### src/rtl/art_pkg.sv
// Package for the retransmission table: types, codes and constants.
package art_pkg;

	localparam int SLOTS_DEF   = 8;
	localparam int MAX_RES     = 8;
	localparam int BASE_NOREL  = 600;
	localparam int JIT_MOD     = 400;
	localparam int TRY_STEP    = 300;
	localparam int JIT_STEPS   = 16;
	localparam logic [31:0] SEED = 32'h1;

	typedef enum logic [1:0] {
		REQ_SEND = 2'd0,
		REQ_ACK  = 2'd1,
		REQ_TICK = 2'd2,
		REQ_NONE = 2'd3
	} req_t;

	typedef enum logic [2:0] {
		K_ACCEPTED = 3'd0,
		K_FULL     = 3'd1,
		K_TRANSMIT = 3'd2,
		K_GIVE_UP  = 3'd3,
		K_IDLE     = 3'd4,
		K_ACK_DONE = 3'd5
	} kind_t;

	typedef enum logic [1:0] {
		CFG_RELIABILITY = 2'd0,
		CFG_MAX_RETRIES = 2'd1,
		CFG_ACK_TIMEOUT = 2'd2
	} cfg_idx_t;

	typedef enum logic [3:0] {
		S_IDLE, S_SEND, S_ARD, S_AEVAL, S_AEND,
		S_TRD, S_TEVAL, S_TJIT, S_TUPD, S_TEND
	} state_t;

	typedef struct packed {
		logic [15:0] dest;
		logic [31:0] id;
		logic [7:0]  tries;
		logic [31:0] due;
	} entry_t;

	typedef struct packed {
		kind_t       kind;
		logic [2:0]  slot;
		logic [15:0] dst;
		logic [31:0] msg_id;
		logic        first;
		logic [3:0]  freed;
		logic        last;
	} res_t;

	function automatic logic [31:0] xorshift(input logic [31:0] x);
		logic [31:0] y;
		y = x ^ (x << 13);
		y = y ^ (y >> 17);
		y = y ^ (y << 5);
		return y;
	endfunction

endpackage

### src/rtl/ack_retransmit_table_top.sv
// Retransmission table: slot memory, scan sequencer and jitter reduction.
// Send: the result is registered from the send state, which waits while the output stalls.
// Ack: scans every slot, reading each used slot before it is evaluated. Tick: scans
// every slot; a due entry that does not give up goes through the 16-step mod-400
// jitter unit; at most 8 results per tick. One item at a time.
// Output register takes the result, so a new item is taken while it waits.
// Reset clears used bits and sets the control registers to defaults; entries need no clearing.
module ack_retransmit_table_top #(
	parameter int SLOTS = art_pkg::SLOTS_DEF
) (
	input  logic        clk,
	input  logic        arst_n,
	input  logic        cfg_we,
	input  logic [1:0]  cfg_index,
	input  logic [19:0] cfg_data,
	input  logic        in_valid,
	output logic        in_stall,
	input  logic [1:0]  req_type,
	input  logic [15:0] dst,
	input  logic [31:0] msg_id,
	input  logic [31:0] now_ms,
	output logic        out_valid,
	input  logic        out_stall,
	output logic [2:0]  kind,
	output logic [2:0]  slot,
	output logic [15:0] out_dst,
	output logic [31:0] out_msg_id,
	output logic        first_attempt,
	output logic [3:0]  freed_count,
	output logic        last
);

	localparam int IW = (SLOTS > 1) ? $clog2(SLOTS) : 1;
	localparam logic [IW-1:0] LAST_IDX = IW'(SLOTS - 1);

	art_pkg::state_t state_q, state_d;

	logic        rel_q;
	logic [7:0]  max_q;
	logic [19:0] tmo_q;

	logic [15:0] dst_q;
	logic [31:0] id_q;
	logic [31:0] now_q;

	logic [SLOTS-1:0] used_q;
	logic [IW-1:0]    idx_q;
	logic [3:0]       cnt_q;
	logic [3:0]       freed_q;
	logic [31:0]      rnd_q;
	logic [31:0]      jx_q;
	logic [8:0]       jr_q;
	logic [3:0]       step_q;
	logic [7:0]       tinc_q;
	logic [31:0]      part_q;

	art_pkg::entry_t mem [SLOTS];
	art_pkg::entry_t rd_q;

	art_pkg::res_t pend_q, out_q;
	logic          pend_v_q, out_v_q;

	// control from the sequencer
	logic            emit_ok, ld_out, pend_ld, pend_clr, mem_we, set_used, clr_used;
	logic            adv, start_jit, fr_inc;
	logic [IW-1:0]   mem_wa;
	art_pkg::entry_t mem_wd;
	art_pkg::res_t   out_d, pend_d;

	logic            has_free;
	logic [IW-1:0]   free_idx;
	logic            last_idx, due, give_up, cnt_end;
	logic [31:0]     age;
	logic [7:0]      tinc;
	logic [31:0]     base;
	logic [10:0]     jt;
	logic [8:0]      jr_next;

	assign emit_ok  = !out_v_q || !out_stall;
	assign in_stall = (state_q != art_pkg::S_IDLE);
	assign last_idx = (idx_q == LAST_IDX);
	assign cnt_end  = (cnt_q == 4'(art_pkg::MAX_RES - 1));
	assign age      = now_q - rd_q.due;
	assign due      = !age[31];
	assign give_up  = rel_q && (rd_q.tries >= max_q);
	assign tinc     = (rd_q.tries == 8'hFF) ? 8'hFF : rd_q.tries + 8'd1;
	assign base     = rel_q ? 32'(tmo_q) : 32'(art_pkg::BASE_NOREL);

	// lowest free slot
	always_comb begin
		has_free = 1'b0;
		free_idx = '0;
		for (int i = SLOTS - 1; i >= 0; i--) begin
			if (!used_q[i]) begin
				has_free = 1'b1;
				free_idx = IW'(i);
			end
		end
	end

	// two bits of the mod-400 reduction per step
	always_comb begin
		jt = {jr_q, jx_q[31:30]};
		if (jt >= 11'(3 * art_pkg::JIT_MOD))
			jr_next = 9'(jt - 11'(3 * art_pkg::JIT_MOD));
		else if (jt >= 11'(2 * art_pkg::JIT_MOD))
			jr_next = 9'(jt - 11'(2 * art_pkg::JIT_MOD));
		else if (jt >= 11'(art_pkg::JIT_MOD))
			jr_next = 9'(jt - 11'(art_pkg::JIT_MOD));
		else
			jr_next = 9'(jt);
	end

	// next state
	always_comb begin
		state_d = state_q;
		case (state_q)
			art_pkg::S_IDLE: begin
				if (in_valid) begin
					case (art_pkg::req_t'(req_type))
						art_pkg::REQ_SEND: state_d = art_pkg::S_SEND;
						art_pkg::REQ_ACK:  state_d = art_pkg::S_ARD;
						art_pkg::REQ_TICK: state_d = art_pkg::S_TRD;
						default:           state_d = art_pkg::S_IDLE;
					endcase
				end
			end
			art_pkg::S_SEND: if (emit_ok) state_d = art_pkg::S_IDLE;
			art_pkg::S_ARD: begin
				if (used_q[idx_q]) state_d = art_pkg::S_AEVAL;
				else if (last_idx) state_d = art_pkg::S_AEND;
			end
			art_pkg::S_AEVAL: state_d = last_idx ? art_pkg::S_AEND : art_pkg::S_ARD;
			art_pkg::S_AEND: if (emit_ok) state_d = art_pkg::S_IDLE;
			art_pkg::S_TRD: begin
				if (used_q[idx_q]) state_d = art_pkg::S_TEVAL;
				else if (last_idx) state_d = art_pkg::S_TEND;
			end
			art_pkg::S_TEVAL: begin
				if (!due)
					state_d = last_idx ? art_pkg::S_TEND : art_pkg::S_TRD;
				else if (give_up) begin
					if (!pend_v_q || emit_ok)
						state_d = (last_idx || cnt_end) ? art_pkg::S_TEND : art_pkg::S_TRD;
				end else
					state_d = art_pkg::S_TJIT;
			end
			art_pkg::S_TJIT: if (step_q == 4'(art_pkg::JIT_STEPS - 1)) state_d = art_pkg::S_TUPD;
			art_pkg::S_TUPD: begin
				if (!pend_v_q || emit_ok)
					state_d = (last_idx || cnt_end) ? art_pkg::S_TEND : art_pkg::S_TRD;
			end
			art_pkg::S_TEND: if (emit_ok) state_d = art_pkg::S_IDLE;
			default: state_d = art_pkg::S_IDLE;
		endcase
	end

	// sequencer outputs
	always_comb begin
		ld_out    = 1'b0;
		out_d     = '0;
		pend_ld   = 1'b0;
		pend_d    = '0;
		pend_clr  = 1'b0;
		mem_we    = 1'b0;
		mem_wa    = idx_q;
		mem_wd    = '0;
		set_used  = 1'b0;
		clr_used  = 1'b0;
		adv       = 1'b0;
		start_jit = 1'b0;
		fr_inc    = 1'b0;
		case (state_q)
			art_pkg::S_SEND: begin
				if (emit_ok) begin
					ld_out    = 1'b1;
					out_d.last = 1'b1;
					if (has_free) begin
						out_d.kind   = art_pkg::K_ACCEPTED;
						out_d.slot   = 3'(free_idx);
						out_d.dst    = dst_q;
						out_d.msg_id = id_q;
						mem_we       = 1'b1;
						mem_wa       = free_idx;
						mem_wd       = '{dest: dst_q, id: id_q, tries: 8'd0, due: now_q};
						set_used     = 1'b1;
					end else
						out_d.kind = art_pkg::K_FULL;
				end
			end
			art_pkg::S_ARD: if (!used_q[idx_q]) adv = 1'b1;
			art_pkg::S_AEVAL: begin
				adv = 1'b1;
				if (rd_q.id == id_q) begin
					clr_used = 1'b1;
					fr_inc   = 1'b1;
				end
			end
			art_pkg::S_AEND: begin
				if (emit_ok) begin
					ld_out      = 1'b1;
					out_d.kind  = art_pkg::K_ACK_DONE;
					out_d.freed = freed_q;
					out_d.last  = 1'b1;
				end
			end
			art_pkg::S_TRD: if (!used_q[idx_q]) adv = 1'b1;
			art_pkg::S_TEVAL: begin
				if (!due)
					adv = 1'b1;
				else if (give_up) begin
					if (!pend_v_q || emit_ok) begin
						ld_out        = pend_v_q;
						out_d         = pend_q;
						pend_ld       = 1'b1;
						pend_d.kind   = art_pkg::K_GIVE_UP;
						pend_d.slot   = 3'(idx_q);
						pend_d.dst    = rd_q.dest;
						pend_d.msg_id = rd_q.id;
						clr_used      = 1'b1;
						adv           = 1'b1;
					end
				end else
					start_jit = 1'b1;
			end
			art_pkg::S_TUPD: begin
				if (!pend_v_q || emit_ok) begin
					ld_out        = pend_v_q;
					out_d         = pend_q;
					pend_ld       = 1'b1;
					pend_d.kind   = art_pkg::K_TRANSMIT;
					pend_d.slot   = 3'(idx_q);
					pend_d.dst    = rd_q.dest;
					pend_d.msg_id = rd_q.id;
					pend_d.first  = (rd_q.tries == 8'd0);
					mem_we        = 1'b1;
					mem_wd        = '{dest: rd_q.dest, id: rd_q.id, tries: tinc_q,
						due: part_q + 32'(jr_q)};
					adv           = 1'b1;
				end
			end
			art_pkg::S_TEND: begin
				if (emit_ok) begin
					ld_out   = 1'b1;
					pend_clr = 1'b1;
					if (pend_v_q)
						out_d = pend_q;
					else
						out_d.kind = art_pkg::K_IDLE;
					out_d.last = 1'b1;
				end
			end
			default: ;
		endcase
	end

	// slot memory: one write port, registered read at the scan index
	always_ff @(posedge clk) begin
		if (mem_we)
			mem[mem_wa] <= mem_wd;
		rd_q <= mem[idx_q];
	end

	// payload registers
	always_ff @(posedge clk) begin
		if (state_q == art_pkg::S_IDLE && in_valid) begin
			dst_q <= dst;
			id_q  <= msg_id;
			now_q <= now_ms;
		end
		if (pend_ld)
			pend_q <= pend_d;
		if (ld_out)
			out_q <= out_d;
		if (start_jit) begin
			tinc_q <= tinc;
			part_q <= now_q + base + 32'(tinc) * 32'(art_pkg::TRY_STEP);
		end
	end

	always_ff @(posedge clk or negedge arst_n) begin
		if (!arst_n) begin
			state_q  <= art_pkg::S_IDLE;
			rel_q    <= 1'b1;
			max_q    <= 8'd3;
			tmo_q    <= 20'd2000;
			used_q   <= '0;
			idx_q    <= '0;
			cnt_q    <= '0;
			freed_q  <= '0;
			rnd_q    <= art_pkg::SEED;
			jx_q     <= '0;
			jr_q     <= '0;
			step_q   <= '0;
			pend_v_q <= 1'b0;
			out_v_q  <= 1'b0;
		end else begin
			state_q <= state_d;
			if (cfg_we) begin
				case (cfg_index)
					art_pkg::CFG_RELIABILITY: rel_q <= cfg_data[0];
					art_pkg::CFG_MAX_RETRIES: max_q <= cfg_data[7:0];
					art_pkg::CFG_ACK_TIMEOUT: tmo_q <= cfg_data;
					default: ;
				endcase
			end
			if (state_q == art_pkg::S_IDLE && in_valid) begin
				idx_q    <= '0;
				cnt_q    <= '0;
				freed_q  <= '0;
				pend_v_q <= 1'b0;
			end
			if (adv && !last_idx)
				idx_q <= idx_q + IW'(1);
			if (set_used)
				used_q[free_idx] <= 1'b1;
			if (clr_used)
				used_q[idx_q] <= 1'b0;
			if (fr_inc && freed_q != 4'hF)
				freed_q <= freed_q + 4'd1;
			if (pend_ld) begin
				pend_v_q <= 1'b1;
				cnt_q    <= cnt_q + 4'd1;
			end else if (pend_clr)
				pend_v_q <= 1'b0;
			// advance the generator once per transmit and start the reduction
			if (start_jit) begin
				rnd_q  <= art_pkg::xorshift(rnd_q);
				jx_q   <= art_pkg::xorshift(rnd_q);
				jr_q   <= '0;
				step_q <= '0;
			end else if (state_q == art_pkg::S_TJIT) begin
				jx_q   <= jx_q << 2;
				jr_q   <= jr_next;
				step_q <= step_q + 4'd1;
			end
			if (ld_out)
				out_v_q <= 1'b1;
			else if (!out_stall)
				out_v_q <= 1'b0;
		end
	end

	assign out_valid     = out_v_q;
	assign kind          = out_q.kind;
	assign slot          = out_q.slot;
	assign out_dst       = out_q.dst;
	assign out_msg_id    = out_q.msg_id;
	assign first_attempt = out_q.first;
	assign freed_count   = out_q.freed;
	assign last          = out_q.last;

endmodule
### config.mk
export PLATFORM = sky130hd
export DESIGN_NAME = ack_retransmit_table_top
export DESIGN_NICKNAME = d
export VERILOG_FILES = /design/src/rtl/art_pkg.sv /design/src/rtl/ack_retransmit_table_top.sv
export SDC_FILE = /design/constraint.sdc
export NUM_CORES = 1
export LEC_CHECK = 0
export BUFFER_PORTS_ARGS = -buffer_cell sky130_fd_sc_hd__buf_2
export CORE_MARGIN = 10
export CORE_UTILIZATION = 45
export CTS_BUF_LIST = sky130_fd_sc_hd__clkbuf_4 sky130_fd_sc_hd__clkbuf_8 sky130_fd_sc_hd__clkbuf_16
export CTS_CLUSTER_SIZE = 20
export DETAILED_ROUTE_END_ITERATION = 8
export PLACE_DENSITY_LB_ADDON = 0.08
export SYNTH_ARGS = -nofsm -noshare
export SYNTH_HDL_FRONTEND = slang
export SYNTH_SLANG_ARGS = --single-unit
### constraint.sdc
create_clock -name clk -period 9.1 [get_ports clk]
set_input_delay 0.455 -clock clk [delete_from_list [all_inputs] [get_ports clk]]
set_output_delay 0.455 -clock clk [all_outputs]
set_load 0.02 [all_outputs]
==> impl_metrics.csv, run 1 <==
group,metric,value,unit
sta,post-route-period-util,0.829,
worst_setup_path,r2r_cells,26,
place,hpwlAfterDp,71.6,mm
synthesis,syn-num-nets,3444,
worst_setup_path,start_kind,"flip-flop",
routing,via_count,28600,
place,gp_congestion,0.832,
worst_setup_path,r2r-end,"part_q[25]$_DFFE_PP_",
finish,layout-drive-gt1-share,0.145,
outcome,outcome,"completed",
finish,n_antenna_cell,0,
synthesis,synth_seq_area_share,0.702,
worst_setup_path,r2r_start,"rd_q[33]$_DFF_P_",
floorplanning,initial_core_util,0.455,
grt,grt_max_degree,89,
synthesis,synth_ff_type,"edfxtp_1",
clock_tree,ctsRootBufferMaster,"clkbuf_16",
routing,viasPerCell,5.76,
floorplanning,fp.dieArea,0.118,sq mm
floorplanning,coreArea,0.104,sq mm
clock_tree,cts.sinks,1157,
hold_path,worstHoldPathType,"in -> reg",
synthesis,ys_ff_latch,1157,
sta,finalHoldViolCount,0,
sta,fin_hold_ws,0.152,ns
floorplanning,fp.dieH,344,um
sta,rsz0062_at_grt,"false",
synthesis,avgSynthCellArea,14.8,sq um
grt,antenna_found_initial,0,
routing,drtIter0Drc,2262,
worst_setup_path,critPathCaptureType,"flip-flop",
sta,slew_violations,0,
worst_setup_path,crit_required,9.56,ns
hold_path,whs_path_depth,3,
floorplanning,io_pins,171,
worst_setup_path,crit_fanout,6,
sta,setup_slack,1.56,ns
synthesis,synth_edf_count,938,
worst_setup_path,criticalPathCategory,"reg -> reg",
grt,grt_remaining_overflow,0,
grt,grt_first_pass_wirelength,188,mm
grt,grt.total_usage,0.206,
synthesis,async_flop_share,0.113,
finish,nets,3728,
clock_tree,cts_resized,0,
finish,fillers,8574,
routing,first_pass_iters,5,
clock_tree,post_cts_buffers,0,
routing,drt_drc_violations_left,0,
worst_setup_path,critPathArrivalTime,8.00,ns
sta,max_freq,133,MHz
clock_tree,postCtsHoldBufs,101,
floorplanning,die_w,344,um
place,io_buffers,170,
synthesis,yosysWarnings,0,
routing,drt-wirelength-per-cell,25.0,um
sta,setup_violations,0,
sta,worst_slew_pin_slew,1.24,ns
sta,relSlewSlack,0.165,
clock_tree,cts_buffer_depth,3,
sta,final.setup.tns,0,ns
clock_tree,path_clk_slew,0.06,ns
clock_tree,htree_levels,3,
synthesis,syn_area,0.0473,sq mm
grt,grt_pass1_vias,29600,
worst_setup_path,critPathCapture,"part_q[25]$_DFFE_PP_",
flow_run,maxCapViolations,0,
clock_tree,cts_tree,"built",
sta,period_minus_slack,7.54,ns
sta,clock_skew,0.0336,ns
synthesis,syn_inst,3188,
finish,areaGrowthSynthToFinish,16.1,%
routing,routed_wl,124,mm
routing,ant_nets,0,
floorplanning,row_count,118,
place,pre_cts_ws,1.72,ns
worst_setup_path,critPathLaunch,"rd_q[33]$_DFF_P_",
synthesis,yosysUniqueCellTypes,79,
clock_tree,numCtsBuffers,118,
worst_setup_path,r2r_setup_slack,1.56,ns
clock_tree,clkLatencyLatePin,0.72,ns
[worst min-delay path by stage]
stage	start	to	slack (ns)
2_1_floorplan	arst_n	cnt_q[0]$_DFFE_PN0P_	0.16
3_3_place_gp	mem[1][86]$_DFFE_PP_	rd_q[86]$_DFF_P_	0.46
3_5_place_dp	mem[1][52]$_DFFE_PP_	rd_q[52]$_DFF_P_	0.46
4_1_cts	cfg_index[0]	rel_q$_DFFE_PN1P_	0.10
5_1_grt	cfg_index[0]	rel_q$_DFFE_PN1P_	0.13
6_report	out_stall	out_valid$_DFFE_PN0P_	0.15
[cells in the mapped netlist, types with 31 or more instances]
library cell	number	area [sq um]
a21oi_1	106	531
a221oi_1	44	385
a22o_1	145	1270
a22oi_1	255	1910
and2_1	76	475
and3_1	45	282
clkbuf_1	107	402
dfrtp_1	121	3030
dfxtp_1	88	1760
edfxtp_1	938	28200
ha_1	123	1540
inv_1	111	417
mux2_2	31	349
nand2_1	160	601
nand3_1	89	445
nand4_1	60	375
nor2_1	90	338
o21ai_0	63	315
xnor2_1	109	955
xor2_1	80	701
[layer usage]
layer	part of all wire	track usage	vias up	wire length (um)
met4	0.019	0.0473	0	2380
met5	0	0	-	0
li1	-	-	12900	-
met1	0.43	0.279	14800	53800
met3	0.048	0.0289	162	6010
met2	0.50	0.352	731	61900
[per-stage QoR]
stage / utilization / cell area, sq um / instances
6_report: 0.528 / 54900 / 4957
3_3_place_gp: 0.479 / 49800 / 4631
2_1_floorplan: - / 47300 / 3188
5_1_grt: 0.528 / 54900 / 4957
4_1_cts: 0.528 / 54900 / 4957
3_5_place_dp: 0.479 / 49800 / 4631
[cells in the final DEF, fill, tap and decap left out, types with 11 or more instances in the layout]
| master | n |
|---|---|
| nor3_1 | 24 |
| clkbuf_8 | 11 |
| nand2b_1 | 23 |
| and3_1 | 44 |
| nand3_1 | 89 |
| inv_1 | 109 |
| a31oi_1 | 16 |
| a21oi_1 | 106 |
| nor2b_1 | 19 |
| bufinv_16 | 15 |
| xor2_1 | 80 |
| mux2_2 | 31 |
| edfxtp_1 | 938 |
| o21ai_0 | 63 |
| clkbuf_4 | 26 |
| clkinv_2 | 29 |
| buf_2 | 169 |
| nand4_1 | 60 |
| dfrtp_1 | 121 |
| o21ai_1 | 12 |
| clkbuf_16 | 120 |
| nor2_1 | 81 |
| ha_1 | 123 |
| xnor2_1 | 109 |
| dfxtp_1 | 88 |
| fa_1 | 24 |
| clkinv_1 | 12 |
| nand2_1 | 160 |
| a22o_1 | 145 |
| buf_4 | 49 |
| a221oi_1 | 44 |
| a21o_1 | 21 |
| and2_1 | 74 |
| dlygate4sd3_1 | 101 |
| a221o_1 | 11 |
| a22oi_1 | 255 |
[sequential cells by signal (all words and copies together), names as in the netlist, 4 cells and up]
register / cells
mem: 704
rd_q: 88
pend_q: 54
id_q: 32
jx_q: 32
now_q: 32
out_msg_id: 32
part_q: 32
rnd_q: 32
tmo_q: 20
dst_q: 16
out_dst: 16
jr_q: 9
max_q: 8
tinc_q: 8
used_q: 8
cnt_q: 4
freed_count: 4
freed_q: 4
state_q: 4
step_q: 4
[logic make-up (layout without fill, tap and decap cells)]
| group | Yosys count | in the layout | synth area share |
|---|---|---|---|
| flops | 1157 | 1157 | 0.702 |
| compound gates | 750 | 750 | 0.116 |
| buf+inv | 268 | 657 | 0.0227 |
| simple gates | 631 | 631 | 0.0688 |
| xor+xnor | 189 | 189 | 0.0350 |
| fa+ha+maj | 147 | 147 | 0.0427 |
| mux | 46 | 46 | 0.0127 |
[critical path: stages (launching register included)]
cell     delay, ns
dfxtp_1       0.38
ha_1          0.21
and3_1        0.21
and3_1        0.24
nor2_1        0.05
a21oi_1       0.48
ha_1          0.34
ha_1          0.27
inv_1         0.05
fa_1          0.47
inv_1         0.05
fa_1          0.46
ha_1          0.35
a21oi_1       0.16
nand2_1       0.10
a41oi_1       0.30
nor2b_1       0.20
xnor2_1       0.17
fa_1          0.45
ha_1          0.34
and3_1        0.23
nand3_1       0.09
o21ai_0       0.62
nand3_1       0.16
a21oi_1       0.56
nand3_1       0.18
xnor2_1       0.16
[cell type report]
cell class,instances,area [sq um],share of cell area
flip-flops and latches,1157,33200,0.605
clock buffers,157,3350,0.0610
repair buffers,321,2260,0.0411
multi-input cells,1763,13100,0.239
inverters,111,420,0.00766
clock inverters,68,786,0.0143
well taps,1380,1730,0.0315
Power of run 1 is not shown: default switching activity piles up to over one toggle a cycle in this logic, so the estimate is an artifact.
==> run 2, diff against run 1 <==
clock period = 7.67 ns   (was 9.1 ns; I/O delays follow)
==> run 2 against run 1 <==
Net effect: sequential cell count unchanged; critical endpoint unchanged; via count is essentially flat; die area is the same; non-clock buffer count fell by 5; routed wire length down 0.33%.
==> impl_metrics.csv, run 2 (synthesis gave the netlist of run 1 again) <==
group,metric,value,unit
worst_setup_path,critPathCaptureType,"flip-flop",
sta,slew_violations,0,
finish,fillers,8627,
clock_tree,htree_levels,3,
grt,grt_max_degree,88,
clock_tree,cts_buffer_depth,3,
clock_tree,numCtsBuffers,119,
grt,grt_pass1_vias,29200,
routing,via_count,28600,
sta,period_minus_slack,7.15,ns
floorplanning,initial_core_util,0.455,
hold_path,worstHoldPathType,"in -> reg",
sta,setup_violations,0,
finish,largest-register,"mem",
sta,post-route-period-util,0.932,
clock_tree,post_cts_buffers,0,
worst_setup_path,start_kind,"flip-flop",
routing,drt-wirelength-per-cell,25.0,um
worst_setup_path,criticalPathCategory,"reg -> reg",
floorplanning,fp.dieH,344,um
routing,first_pass_iters,6,
routing,drtIter0Drc,2284,
flow_run,maxCapViolations,0,
sta,relSlewSlack,0.131,
sta,finalHoldViolCount,0,
place,gp_congestion,0.823,
floorplanning,coreArea,0.104,sq mm
routing,routed_wl,124,mm
worst_setup_path,cp_top_family,"adder cells",
sta,rsz0062_at_grt,"false",
finish,largest_reg_flops,704,
finish,reg_top3,"mem x704, rd_q x88, pend_q x54",
sta,max_freq,140,MHz
outcome,outcome,"completed",
finish,mostFrequentLayoutCell,"edfxtp_1",
grt,grt.total_usage,0.206,
clock_tree,ctsRootBufferMaster,"clkbuf_16",
finish,areaGrowthSynthToFinish,15.6,%
grt,grt_first_pass_wirelength,186,mm
finish,layout_common_cells,"edfxtp_1 (938), a22oi_1 (255), buf_2 (169), nand2_1 (160), a22o_1 (145)",
floorplanning,row_count,118,
floorplanning,die_w,344,um
finish,regArea,0.0332,sq mm
worst_setup_path,path_common_cell,"ha_1",
worst_setup_path,slowest_delay,0.53,ns
grt,antenna_found_initial,0,
sta,final.setup.tns,0,ns
finish,multi_input_area,0.0131,sq mm
finish,layout-drive-gt1-share,0.144,
worst_setup_path,cp_slowest_cell,"o21ai_0",
grt,grt_remaining_overflow,0,
sta,worst_slew_pin_slew,1.29,ns
finish,nets,3724,
worst_setup_path,critPathArrivalTime,7.61,ns
worst_setup_path,critical_path_buf_inv_count,2,
clock_tree,path_clk_slew,0.06,ns
routing,viasPerCell,5.76,
worst_setup_path,crit_required,8.13,ns
floorplanning,fp.dieArea,0.118,sq mm
routing,drt_drc_violations_left,0,
finish,n_antenna_cell,0,
routing,ant_nets,0,
clock_tree,clkLatencyLatePin,0.72,ns
clock_tree,cts.sinks,1157,
floorplanning,io_pins,171,
clock_tree,cts_tree,"built",
sta,clock_skew,0.0296,ns
worst_setup_path,crit_fanout,6,
place,hpwlAfterDp,71.3,mm
place,io_buffers,170,
==> run 2: timing repair <==
action                                  in CTS  in global routing
endpoints found under the setup margin       0                  5
gates resized for setup                      0                  1
hold buffers                               101                  0
endpoints found under the hold margin      185                  0
==> run 2: cell type report <==
class                           instances  share of cell area
Timing Repair Buffer                  316              0.0417
Clock buffer                          164              0.0615
Sequential cell                      1157               0.607
Inverter                              111             0.00769
Tap cell                             1380              0.0316
Multi-Input combinational cell       1763               0.240
Clock inverter                         63             0.00966
==> run 2: per-layer routing <==
layer  global-route usage  up-vias  part of all wire
met2                0.341      848              0.49
met1                0.280    14600              0.43
li1                     -    12900                 -
met5                    0        -                 0
met3               0.0306      193             0.052
met4               0.0597        0             0.026
==> run 2: final timing paths <==
kind	to	startpoint	depth (start not counted)	slack [ns]
max	part_q[25]$_DFFE_PP_	rd_q[33]$_DFF_P_	26	0.52
min	rel_q$_DFFE_PN1P_	cfg_index[0]	3	0.05
max reg2reg	part_q[25]$_DFFE_PP_	rd_q[33]$_DFF_P_	26	0.52
min reg2reg	rd_q[6]$_DFF_P_	mem[7][6]$_DFFE_PP_	2	0.47
max in group asynchronous	cnt_q[0]$_DFFE_PN0P_	arst_n	3	6.23
min in group asynchronous	jx_q[0]$_DFFE_PN0P_	arst_n	2	0.31
==> run 2: per-stage QoR <==
step / util / worst slack [ns] / hold WS [ns] / cell area [sq um] / std cells
6_report: 0.526 / 0.522 / 0.0544 / 54700 / 4954
5_1_grt: 0.526 / 0.0558 / 0.0608 / 54700 / 4954
2_1_floorplan: - / 1.29 / 0.0879 / 47300 / 3188
3_5_place_dp: 0.479 / 0.424 / 0.459 / 49800 / 4626
3_3_place_gp: 0.479 / 0.552 / 0.455 / 49800 / 4626
4_1_cts: 0.526 / 0.359 / 0.00970 / 54700 / 4954
==> run 2: worst min-delay path, delay by kind of cell <==
| kind | cells | cell delay [ns] |
|---|---|---|
| simple gates | 1 | 0.05 |
| mux | 1 | 0.21 |
| buf+inv | 1 | 0.10 |
Power of run 2 is left out for the same reason.
